[config.mk]
export PLATFORM = sky130hd
export DESIGN_NAME = dlpm_front
export DESIGN_NICKNAME = d
export VERILOG_FILES = /design/src/rtl/core/dlpm_pkg.sv /design/src/rtl/core/dlpm_fifo.sv /design/src/rtl/core/dlpm_front.sv
export SDC_FILE = /design/constraint.sdc
export NUM_CORES = 1
export LEC_CHECK = 0
export BUFFER_PORTS_ARGS = -buffer_cell sky130_fd_sc_hd__buf_2
export CORE_MARGIN = 1.5
export CORE_UTILIZATION = 50
export DETAILED_ROUTE_END_ITERATION = 16
export PLACE_DENSITY = 0.74
export SLEW_MARGIN = 20
export SYNTH_ARGS = -nofsm -noshare
export SYNTH_HDL_FRONTEND = slang
export SYNTH_SLANG_ARGS = --single-unit
export TNS_END_PERCENT = 5
[constraint.sdc]
create_clock -name clk -period 4.93 [get_ports clk]
set_clock_uncertainty 0.05 [all_clocks]
set_input_delay 0.2465 -clock clk [delete_from_list [all_inputs] [get_ports clk]]
set_output_delay 0.2465 -clock clk [all_outputs]
set_load 0.02 [all_outputs]
[src/rtl/core/dlpm_pkg.sv]
// Shared types and constants for the DFA longest-prefix matcher.
// Depends on nothing; dlpm_front, dlpm_back and the top level import it.
package dlpm_pkg;

  localparam int NUM_STATES_DEF    = 256;
  localparam int ALPHABET_SIZE_DEF = 128;
  localparam int LENGTH_BITS_DEF   = 16;

  localparam int FRONT_Q_DEPTH = 4;
  localparam int OUT_Q_DEPTH   = 4;

  localparam int SIU_W   = 9;
  localparam int STATE_W = 8;
  localparam int CHAR_W  = 7;
  localparam int LEN_W   = 16;

  typedef enum logic [1:0] {
    OP_WRITE = 2'd0,
    OP_MARK  = 2'd1,
    OP_SCAN  = 2'd2,
    OP_NONE  = 2'd3
  } op_t;

  typedef enum logic [2:0] {
    ST_OK       = 3'd0,
    ST_BAD_CHAR = 3'd1,
    ST_BAD_SRC  = 3'd2,
    ST_BAD_DST  = 3'd3,
    ST_DUP      = 3'd4
  } status_t;

  typedef enum logic {
    RK_STATUS = 1'b0,
    RK_MATCH  = 1'b1
  } kind_t;

  typedef struct packed {
    logic [1:0]         operation;
    logic [STATE_W-1:0] source_state;
    logic [CHAR_W-1:0]  character;
    logic [STATE_W-1:0] dest_state;
    logic               is_last;
  } in_item_t;

  typedef struct packed {
    logic             result_kind;
    logic [2:0]       status;
    logic [LEN_W-1:0] match_length;
    logic             accepted;
  } out_item_t;

  // Classified command handed from the front end to the back end
  typedef struct packed {
    op_t                op;
    logic [STATE_W-1:0] src;
    logic [CHAR_W-1:0]  ch;
    logic [STATE_W-1:0] dst;
    logic               last;
    logic               badch;
  } cmd_t;

endpackage

[src/rtl/core/dlpm_fifo.sv]
// Small flop-based queue with valid/ready on both sides and an occupancy count.
// Depends on nothing; DEPTH must be at least 2.
module dlpm_fifo #(
  parameter int WIDTH = 8,
  parameter int DEPTH = 4
) (
  input  logic                       clk,
  input  logic                       rst_n,
  input  logic                       push_valid,
  output logic                       push_ready,
  input  logic [WIDTH-1:0]           push_data,
  output logic                       pop_valid,
  input  logic                       pop_ready,
  output logic [WIDTH-1:0]           pop_data,
  output logic [$clog2(DEPTH+1)-1:0] count
);

  localparam int PW = $clog2(DEPTH);
  localparam int CW = $clog2(DEPTH + 1);

  logic [WIDTH-1:0] mem_r [DEPTH];
  logic [PW-1:0]    head_r, head_nxt;
  logic [PW-1:0]    tail_r, tail_nxt;
  logic [CW-1:0]    count_r, count_nxt;
  logic             do_push, do_pop;

  assign push_ready = (count_r != CW'(DEPTH));
  assign pop_valid  = (count_r != '0);
  assign pop_data   = mem_r[head_r];
  assign count      = count_r;
  assign do_push    = push_valid && push_ready;
  assign do_pop     = pop_valid && pop_ready;

  always_comb begin
    head_nxt  = head_r;
    tail_nxt  = tail_r;
    count_nxt = count_r;
    if (do_push) begin
      tail_nxt = (tail_r == PW'(DEPTH - 1)) ? '0 : tail_r + 1'b1;
    end
    if (do_pop) begin
      head_nxt = (head_r == PW'(DEPTH - 1)) ? '0 : head_r + 1'b1;
    end
    if (do_push && !do_pop) begin
      count_nxt = count_r + 1'b1;
    end else if (do_pop && !do_push) begin
      count_nxt = count_r - 1'b1;
    end
  end

  always_ff @(posedge clk) begin
    if (!rst_n) begin
      head_r  <= '0;
      tail_r  <= '0;
      count_r <= '0;
    end else begin
      head_r  <= head_nxt;
      tail_r  <= tail_nxt;
      count_r <= count_nxt;
    end
  end

  always_ff @(posedge clk) begin
    if (do_push) begin
      mem_r[tail_r] <= push_data;
    end
  end

endmodule

[src/rtl/core/dlpm_front.sv]
// Front end: accept input items, classify them and queue them for the back end.
// Depends on dlpm_pkg and dlpm_fifo.
module dlpm_front #(
  parameter int ALPHABET_SIZE = dlpm_pkg::ALPHABET_SIZE_DEF
) (
  input  logic                clk,
  input  logic                rst_n,
  input  logic                clearing,
  input  logic                in_valid,
  output logic                in_ready,
  input  dlpm_pkg::in_item_t  in_item,
  output logic                q_valid,
  input  logic                q_ready,
  output dlpm_pkg::cmd_t      q_cmd
);

  import dlpm_pkg::*;

  cmd_t                           cmd;
  logic                           push_ready;
  logic                           push_valid;
  logic [$clog2(FRONT_Q_DEPTH+1)-1:0] q_count;

  always_comb begin
    cmd.op    = op_t'(in_item.operation);
    cmd.src   = in_item.source_state;
    cmd.ch    = in_item.character;
    cmd.dst   = in_item.dest_state;
    cmd.last  = in_item.is_last;
    cmd.badch = (in_item.character == '0) || (32'(in_item.character) >= ALPHABET_SIZE);
  end

  // Hold off input during the table clearing pass; drop unused opcodes here
  assign in_ready   = !clearing && push_ready;
  assign push_valid = in_valid && !clearing && (cmd.op != OP_NONE);

  dlpm_fifo #(
    .WIDTH ($bits(cmd_t)),
    .DEPTH (FRONT_Q_DEPTH)
  ) u_cmd_q (
    .clk        (clk),
    .rst_n      (rst_n),
    .push_valid (push_valid),
    .push_ready (push_ready),
    .push_data  (cmd),
    .pop_valid  (q_valid),
    .pop_ready  (q_ready),
    .pop_data   (q_cmd),
    .count      (q_count)
  );

  assert property (@(posedge clk) disable iff (!rst_n)
    (q_count == '0) |-> !q_valid)
    else $error("command queue shows valid while empty");

endmodule

# Word-level counts from Yosys, hierarchy flattened
# Memory sizes are Yosys's and may differ from the RTL's. A register that Yosys moved wholly into a read port is not among the register bits.
# Cells that the tools add are included.
# W data, S select, Z words.
# word_totals
register_bits,7
ram_bits,108
out_inout_bits,29
elab_cells,33
n_memories,1
# op_classes
n_addsub,4
n_eq_ne,4
n_mux,8
n_reduce_logical,13
# mem_list
name,words,word_bits,read_ports,rd_clocked_by_memory_dff,wr,line,source
u_cmd_q.mem_r,4,27,1,1,1,dlpm_fifo.sv:21,logic [WIDTH-1:0] mem_r [DEPTH];
# ops
cell,count
$mux W2,4
$logic_and A1 B1 Y1,7
$logic_not A7 Y1,1
$mux W3,2
$add A2 B1 Y2 const B,2
$eq A2 B2 Y1 const B,2
$add A3 B1 Y3 const B,1
$logic_not A1 Y1,3
$ne A3 B3 Y1 const B,1
$reduce_bool A3 Y1,1
$sub A3 B1 Y3 const B,1
$mux W1,2
$ne A2 B2 Y1 const B,1
$reduce_bool A2 Y1,1

# Longest topological paths before layout
# Gate-level depths: netlist (run 1).
# depth
depth_word,8
ltp_mapped,8
depth_no_buf,8

# Hierarchy
# Synthesis (run 1) repeated with hierarchy kept, for this count alone.
# hier_totals
cells_unflattened,197
area_unflattened_um2,4420.5
# modules_own_cells
mod,n_inst,cells_per_inst,area_each_um2,seq_area_each_um2
dlpm_fifo,1,192,4383.0,3423.3
dlpm_front,1,5,37.5,0.0

# Worst setup path before layout (run 1)
# OpenSTA, ideal clock, no wires.
# synth_timing
path_kind,flip-flop to flip-flop
from,"register u_cmd_q.count_r[0], in the netlist u_cmd_q.count[0]"
to,"register u_cmd_q.count_r[2], in the netlist u_cmd_q.count[2]"
setup_time_ns,0.076
arrival_time_ns,2.337
required_time_ns,4.804
setup_slack_ns,2.468
stages_incl_launch_ff,9
n_path_buf,0
path_cell_list,dfxtp_1 -> nor3b_1 -> a2111oi_4 -> ha_1 -> inv_1 -> fa_1 -> xor2_1 -> or3_2 -> a21boi_0
# synth_between
elab_chain_cells,5
word_cells_on_any_way,13
cone_classes,add/sub (2); eq/ne (1); mux (2); reduce/logical (8)
# synth_rtl
element,line,source
"start, declared",dlpm_fifo.sv:24,"logic [CW-1:0] count_r, count_nxt;"
"start signal, assigned",dlpm_fifo.sv:59,count_r <= count_nxt;
$ne A3 B3 Y1 (*),dlpm_fifo.sv:27,assign push_ready = (count_r != CW'(DEPTH));
$logic_and A1 B1 Y1 (*),dlpm_fifo.sv:31,assign do_push = push_valid && push_ready;
net u_cmd_q.do_push,dlpm_fifo.sv:25,"logic do_push, do_pop;"
$logic_not A1 Y1,dlpm_fifo.sv:46,end else if (do_pop && !do_push) begin
$logic_and A1 B1 Y1,dlpm_fifo.sv:46,
$reduce_bool A2 Y1 (no source line),-,
# Mark *: on every way through the listed nets, which the timed path passes. The rest lies on a longest branch. The select of a mux whose other input is x is not followed.
# A chain may end at the register's enable or synchronous reset.

# Worst setup path in the final report (run 1)
# Ends and elaborated chain as after synthesis.

==> results of run 1 <==
-- cells by family (layout without fill, tap and decap cells) --
kind of cell    Yosys count  count (layout)  synth area share (%)
compound gates            6               6                  1.31
xor+xnor                  2               2                 0.397
fa+ha+maj                 7               7                  2.16
buf+inv                  11             122                  1.25
flops                   117             117                  77.6
mux                      30              30                  14.5
simple gates             22              22                  2.78
-- how the worst max path moves through the flow --
stage | start | to | slack (ns) | depth (start not counted)
finish | u_cmd_q.count[0] | u_cmd_q.count[2] | 2.25 | 8
global route | u_cmd_q.count[0] | u_cmd_q.count[2] | 2.10 | 8
CTS | u_cmd_q.count[0] | u_cmd_q.count[2] | 2.24 | 8
detailed placement | u_cmd_q.count[0] | u_cmd_q.count[2] | 2.25 | 8
global placement | u_cmd_q.count[0] | u_cmd_q.count[2] | 2.35 | 8
floorplan | u_cmd_q.count[0] | u_cmd_q.count[2] | 2.47 | 8
-- per-layer routing --
metal | wire length [microns] | GRT usage, %
met1 | 3100 | 21.6
met2 | 3750 | 27.2
met3 | 399 | 6.58
met4 | 84 | 5.35
met5 | 0 | 0
-- worst max-delay path, cell delays in order, from the launching register on --
cell       delay, ns
dfxtp_1         0.42
nor3b_1         0.13
a2111oi_4       0.52
ha_1            0.27
inv_1           0.06
fa_1            0.38
xor2_1          0.18
or3_2           0.41
a21boi_0        0.18
-- timing repair --
item / CTS / global route
hold endpoints to repair: 104 / 0
setup buffers: 0 / 0
hold buffers: 26 / 0
resized for setup: 0 / 0
-- final cells by class --
class,instances,area (sq um),area share (%)
clock buffer,17,414,7.26
timing repair buffer,86,563,9.86
tap,108,135,2.37
sequential,117,3420,60.0
multi-input combinational,67,931,16.3
clock inverter,15,225,3.95
inverter,4,15.0,0.263
-- through the flow --
step	hold slack, ns	total power, W	area [sq um]	instances
after detailed placement	0.415	0.00169	4810	356
after global routing	0.0328	0.00309	5710	414
after floorplan	0.295	0.00155	4410	195
after CTS	0.0171	0.00301	5710	414
final	0.0306	0.00298	5710	414
after global placement	0.412	0.00168	4810	356
-- Yosys cell counts, drive strengths merged --
| cell | count | area (sq um) |
|---|---|---|
| ha | 6 | 75.1 |
| o31ai | 1 | 7.51 |
| and2 | 5 | 36.3 |
| o21ai | 3 | 15.0 |
| or4 | 1 | 7.51 |
| nor4 | 1 | 6.26 |
| edfxtp | 108 | 3240 |
| mux2i | 3 | 30.0 |
| inv | 4 | 15.0 |
| dfxtp | 9 | 180 |
| xor2 | 1 | 8.76 |
| xnor2 | 1 | 8.76 |
| nand2 | 6 | 22.5 |
| a2111oi | 1 | 27.5 |
| or3 | 2 | 15.0 |
| nor3b | 1 | 7.51 |
| nand3 | 2 | 10.0 |
| mux4 | 27 | 608 |
| buf | 5 | 32.5 |
| nor2 | 3 | 11.3 |
| clkbuf | 2 | 7.51 |
| a21boi | 1 | 7.51 |
| nor2b | 1 | 6.26 |
| fa | 1 | 20.0 |
-- registers in the layout, summed over array words and instances, names as in the netlist, named ones only --
signal and flops:
u_cmd_q.mem_r 108, u_cmd_q.count 3, u_cmd_q.tail_r 2, u_cmd_q.head_r 2
-- report_power, final --
part	internal, W	switching, W
combinational	0.000237	0.000238
clock	0.000874	0.000426
sequential	0.00113	0.0000701
total	0.00224	0.000735
==> impl_metrics.env, run 1 <==
export IMPL_status="finished clean"
export IMPL_hold_start="clearing"
export IMPL_grt_overflow=0
export IMPL_dp_hpwl_microns=4120
export IMPL_startpoint_type="flip-flop"
export IMPL_drt_pass1_iter_count=4
export IMPL_cts_tree="yes"
export IMPL_path_clk_slew_ns=0.06
export IMPL_power_density_mw_per_mm2=522
export IMPL_fin_tns_setup_ns=0
export IMPL_dieArea_sq_mm=0.00939
export IMPL_cts_buffers=17
export IMPL_fill_cells=583
export IMPL_vias=2204
export IMPL_synth_nets=233
export IMPL_place_congestion=0.663
export IMPL_min_path_cells=3
export IMPL_nets=331
export IMPL_worstRegToRegCells=8
export IMPL_initial_utilization_pct=51.1
export IMPL_synthCells=195
export IMPL_drtIter0Drc=115
export IMPL_area_growth_pct=29.5
export IMPL_worstSetupPathType="flip-flop to flip-flop"
export IMPL_final_cell_mix="edfxtp_1, buf_2, mux4_2"
export IMPL_rr_startpoint="u_cmd_q.count[0]"
export IMPL_wirelength_microns=7330
export IMPL_ys_types=26
export IMPL_rsz0062_at_grt="false"
export IMPL_grt_antenna_before_repair=0
export IMPL_ff2ff_setup_slack_ns=2.25
export IMPL_ant_nets=0
export IMPL_crit_path_end_kind="flip-flop"
export IMPL_required_ns=5.31
export IMPL_finalMaxSlewViolations=0
export IMPL_ys_warn_count=0
export IMPL_grt_max_degree=28
export IMPL_r2r_end="u_cmd_q.count[2]"
export IMPL_avgSynthCellArea_sq_um=22.6
export IMPL_cts_buffer_depth=2
export IMPL_cts_root_buffer="clkbuf_8"
export IMPL_crit_fanout=7
export IMPL_row_count=34
export IMPL_die_w_microns=96.9
export IMPL_cts_max_level=4
export IMPL_die_h_microns=96.9
export IMPL_irDropWorstVdd_mv=0.345
export IMPL_crit_arrival_ns=3.06
export IMPL_yosysSeqAreaShare_pct=77.6
export IMPL_period_share_pct=54.4
export IMPL_via_per_inst=5.32
export IMPL_insertion_delay_ns=0.51
export IMPL_hold_end="u_cmd_q.tail_r[1]"
export IMPL_io_buffers=59
export IMPL_io_pins=60
export IMPL_layout_cells_most_common="edfxtp_1"
export IMPL_synth_seq_cells=117
export IMPL_p_leak_nw=1.99
export IMPL_grt_use_total_pct=17.0
export IMPL_drcViolationCount=0
export IMPL_hold_path_class="input port to flip-flop"
export IMPL_drive_gt1_share_pct=40.8
export IMPL_wl_per_cell_microns=17.7
export IMPL_diodes=0
export IMPL_core_sq_mm=0.00864
export IMPL_grt_pass1_vias=2327
export IMPL_slew_headroom_pct=34.2
export IMPL_fin_util_pct=66.1
export IMPL_max_cap_viol_count=0
export IMPL_hold_viol=0
export IMPL_worst_slack_ns=2.25
export IMPL_min_period_ns=2.68
export IMPL_cts_sinks=117
export IMPL_fmax_ghz=0.373
export IMPL_tightest_slew_ns=0.986
export IMPL_dp_worst_setup_slack_ns=2.25
export IMPL_netlist_area_sq_mm=0.00441
export IMPL_grt_pass1_wl_microns=11800
export IMPL_finalSetupViolations=0
No activity file was read; power rests on OpenSTA's default activity.
==> run 2, diff against run 1 <==
ABC_AREA = 1   (was unset)
PLACE_DENSITY = 0.76   (was 0.74)
clock period = 2.43 ns   (was 4.93 ns; I/O delays follow)
==> run 2 against run 1 <==
The flow now finishes with violations (design-rule violations). Design area increased by 0.85%. Via count increased by 30%. First-iteration DRC count increased by 95%. Worst hold slack improved by 0.0012 ns. Non-clock buffer count increased by 9. Synthesized area increased by 4.3%. Sequential power increased by 110%. Routed wire length increased by 18%. Sequential share of layout area decreased by 0.46 points. Synthesized cell count increased by 72%. Utilization decreased by 0.72 points. Critical path depth decreased by 4. Largest power group is now registers.
==> impl_metrics.env, run 2 <==
export IMPL_cts_sinks=117
export IMPL_largest_reg_flops=108
export IMPL_crit_buf_inv=2
export IMPL_synth_nets=373
export IMPL_via_per_inst=5.21
export IMPL_ys_warn_count=0
export IMPL_cts_tree="yes"
export IMPL_startpoint_type="flip-flop"
export IMPL_path_depth=4
export IMPL_critical_path_top_delay_family="flip-flops"
export IMPL_yosysTopAreaCell="edfxtp_1"
export IMPL_cts_setup_buffers=0
export IMPL_grt_pass1_vias=2898
export IMPL_ant_nets=0
export IMPL_fin_tns_setup_ns=0
export IMPL_grt_max_degree=55
export IMPL_synth_commonest_cells="edfxtp_1, nor2_1, o21ai_0"
export IMPL_critical_path_slowest_cell="dfxtp_1"
export IMPL_slowest_delay_ns=0.70
export IMPL_grt_use_total_pct=19.2
export IMPL_finalPower_w=0.00598
export IMPL_crit_path_end_kind="primary output"
export IMPL_met3_usage_pct=5.89
export IMPL_fmax_ghz=0.438
export IMPL_power_density_mw_per_mm2=1040
export IMPL_netlist_area_sq_mm=0.00460
export IMPL_violations="design-rule violations"
export IMPL_ys_types=24
export IMPL_diodes=0
export IMPL_wirelength_microns=8670
export IMPL_stdcell_area_sq_mm=0.00576
export IMPL_fill_cells=656
export IMPL_synthCells=335
export IMPL_hold_path_class="input port to flip-flop"
export IMPL_area_growth_pct=25.2
export IMPL_nets=471
export IMPL_multiInputGateArea_sq_um=980
export IMPL_grt_use_met2_pct=31.2
export IMPL_synthFlopType="edfxtp_1"
export IMPL_p_sw_share_pct=31.0
export IMPL_regArea_sq_mm=0.00343
export IMPL_max_cap_viol_count=0
export IMPL_min_period_ns=2.28
export IMPL_cts_buffers=17
export IMPL_slew_headroom_pct=59.5
export IMPL_worstSetupPathType="flip-flop to primary output"
export IMPL_tightest_slew_ns=0.607
export IMPL_finalSetupViolations=0
export IMPL_core_sq_mm=0.00881
export IMPL_dieArea_sq_mm=0.00978
export IMPL_die_w_microns=98.9
export IMPL_cts_root_buffer="clkbuf_8"
export IMPL_status="complete, but fails checks"
export IMPL_place_congestion=0.755
export IMPL_worstRegToRegCells=9
export IMPL_p_int_w=0.00413
export IMPL_synth_area_leaders="edfxtp_1, nor2_1, dfxtp_1, o22ai_1, o21ai_0"
export IMPL_drive_gt1_share_pct=22.6
export IMPL_path_clk_slew_ns=0.05
export IMPL_dp_worst_setup_slack_ns=0.398
export IMPL_avgSynthCellArea_sq_um=13.7
export IMPL_grt_antenna_before_repair=0
export IMPL_regMostFlops="u_cmd_q.mem_r"
export IMPL_irDropWorstVdd_mv=0.565
export IMPL_wl_per_cell_microns=15.7
export IMPL_power_share_sequential_pct=41.1
export IMPL_grt_pass1_wl_microns=14000
export IMPL_crit_arrival_ns=2.11
export IMPL_yosysSeqAreaShare_pct=74.5
export IMPL_use_met1_pct=23.7
export IMPL_hold_viol=0
export IMPL_insertion_delay_ns=0.50
export IMPL_grt_overflow=0
export IMPL_period_share_pct=94.0
export IMPL_initial_utilization_pct=52.2
export IMPL_finalMaxSlewViolations=0
export IMPL_synth_most_common_cell="edfxtp_1"
export IMPL_p_leak_nw=2.11
export IMPL_drtIter0Drc=224
export IMPL_placed_area_sq_mm=0.00498
export IMPL_synth_seq_cells=117
export IMPL_row_count=34
export IMPL_io_buffers=59
export IMPL_dp_hpwl_microns=4920
export IMPL_vias=2868
export IMPL_cts_max_level=4
export IMPL_io_pins=60
export IMPL_comb_power_share_pct=24.5
export IMPL_drcViolationCount=3
export IMPL_crit_chain="buf_4, o21ai_0, o22ai_1, buf_2"
export IMPL_synth_edf_count=108
export IMPL_switchingPower_w=0.00185
export IMPL_async_flop_share_pct=0
export IMPL_drt_pass1_iter_count=10
export IMPL_min_path_cells=5
export IMPL_final_cell_mix="edfxtp_1, nor2_1, buf_2"
export IMPL_required_ns=2.26
export IMPL_cts_buffer_depth=2
export IMPL_grt_busiest_layer="met2"
export IMPL_yosysTopAreaCellShare_pct=70.5
export IMPL_rsz0062_at_grt="false"
export IMPL_clkPwrFrac_pct=34.4
export IMPL_die_h_microns=98.9
export IMPL_layout_cells_most_common="edfxtp_1"
export IMPL_crit_fanout=15
export IMPL_worst_slack_ns=0.145
==> run 2: cells by family (layout without fill, tap and decap cells) <==
kind of cell,Yosys count,count (layout),share of synthesized area [%]
AO/OA/AOI/OAI,90,90,10.6
adder cells (fa/ha/maj),7,7,2.07
buffers and inverters,33,141,4.87
flip-flops,117,117,74.5
AND/OR/NAND/NOR,88,88,8.03
==> run 2: what timing repair did <==
| item | CTS | global route |
|---|---|---|
| gates resized for setup | 0 | 1 |
| endpoints found under the setup margin | 0 | 2 |
| endpoints found under the hold margin | 117 | 0 |
| hold buffers | 28 | 0 |
==> run 2: metal layers <==
metal,routed length [microns],part of all wire [%]
met4,154,1.8
met1,3750,43
met2,4360,50
met3,398,4.6
met5,0,0
==> run 2: tightest hold or removal path: cells and delay by family <==
kind / cells / cell delay [ns]
and+or+nand+nor: 3 / 0.21
AOI/OAI and AO/OA: 1 / 0.11
buffers and inverters: 1 / 0.09
==> run 2: path summary, 6_finish.rpt <==
check / start / to / slack [ns]
max: flip-flop / q_cmd[16] / 0.15
min: in_valid / u_cmd_q.tail_r[1] / 0.03
max reg2reg: u_cmd_q.count[0] / u_cmd_q.count[1] / 0.36
min reg2reg: u_cmd_q.head_r[0] / flip-flop / 0.45
==> run 2: power by group through the flow <==
stage	registers, W	clock network (W)	logic, W
after floorplan	0.00240	0	0.00115
after global placement	0.00249	0	0.00140
after detailed placement	0.00249	0	0.00143
after CTS	0.00246	0.00209	0.00147
after global routing	0.00248	0.00218	0.00161
final	0.00246	0.00206	0.00147
==> run 2: cell type report <==
cell class / instances / area share [%]
clock inverter: 9 / 1.13
tap: 108 / 2.35
timing repair buffer: 95 / 11.3
multi-input combinational: 185 / 17.0
sequential: 117 / 59.5
inverter: 17 / 1.33
clock buffer: 20 / 7.39
==> run 2: metrics by stage <==
stage	hold slack (ns)	std cells	util, %
2_1_floorplan	0.170	335	-
3_3_place_gp	0.282	494	56.6
3_5_place_dp	0.287	494	56.6
4_1_cts	0.0142	551	65.3
5_1_grt	0.0708	551	65.4
6_report	0.0318	551	65.4
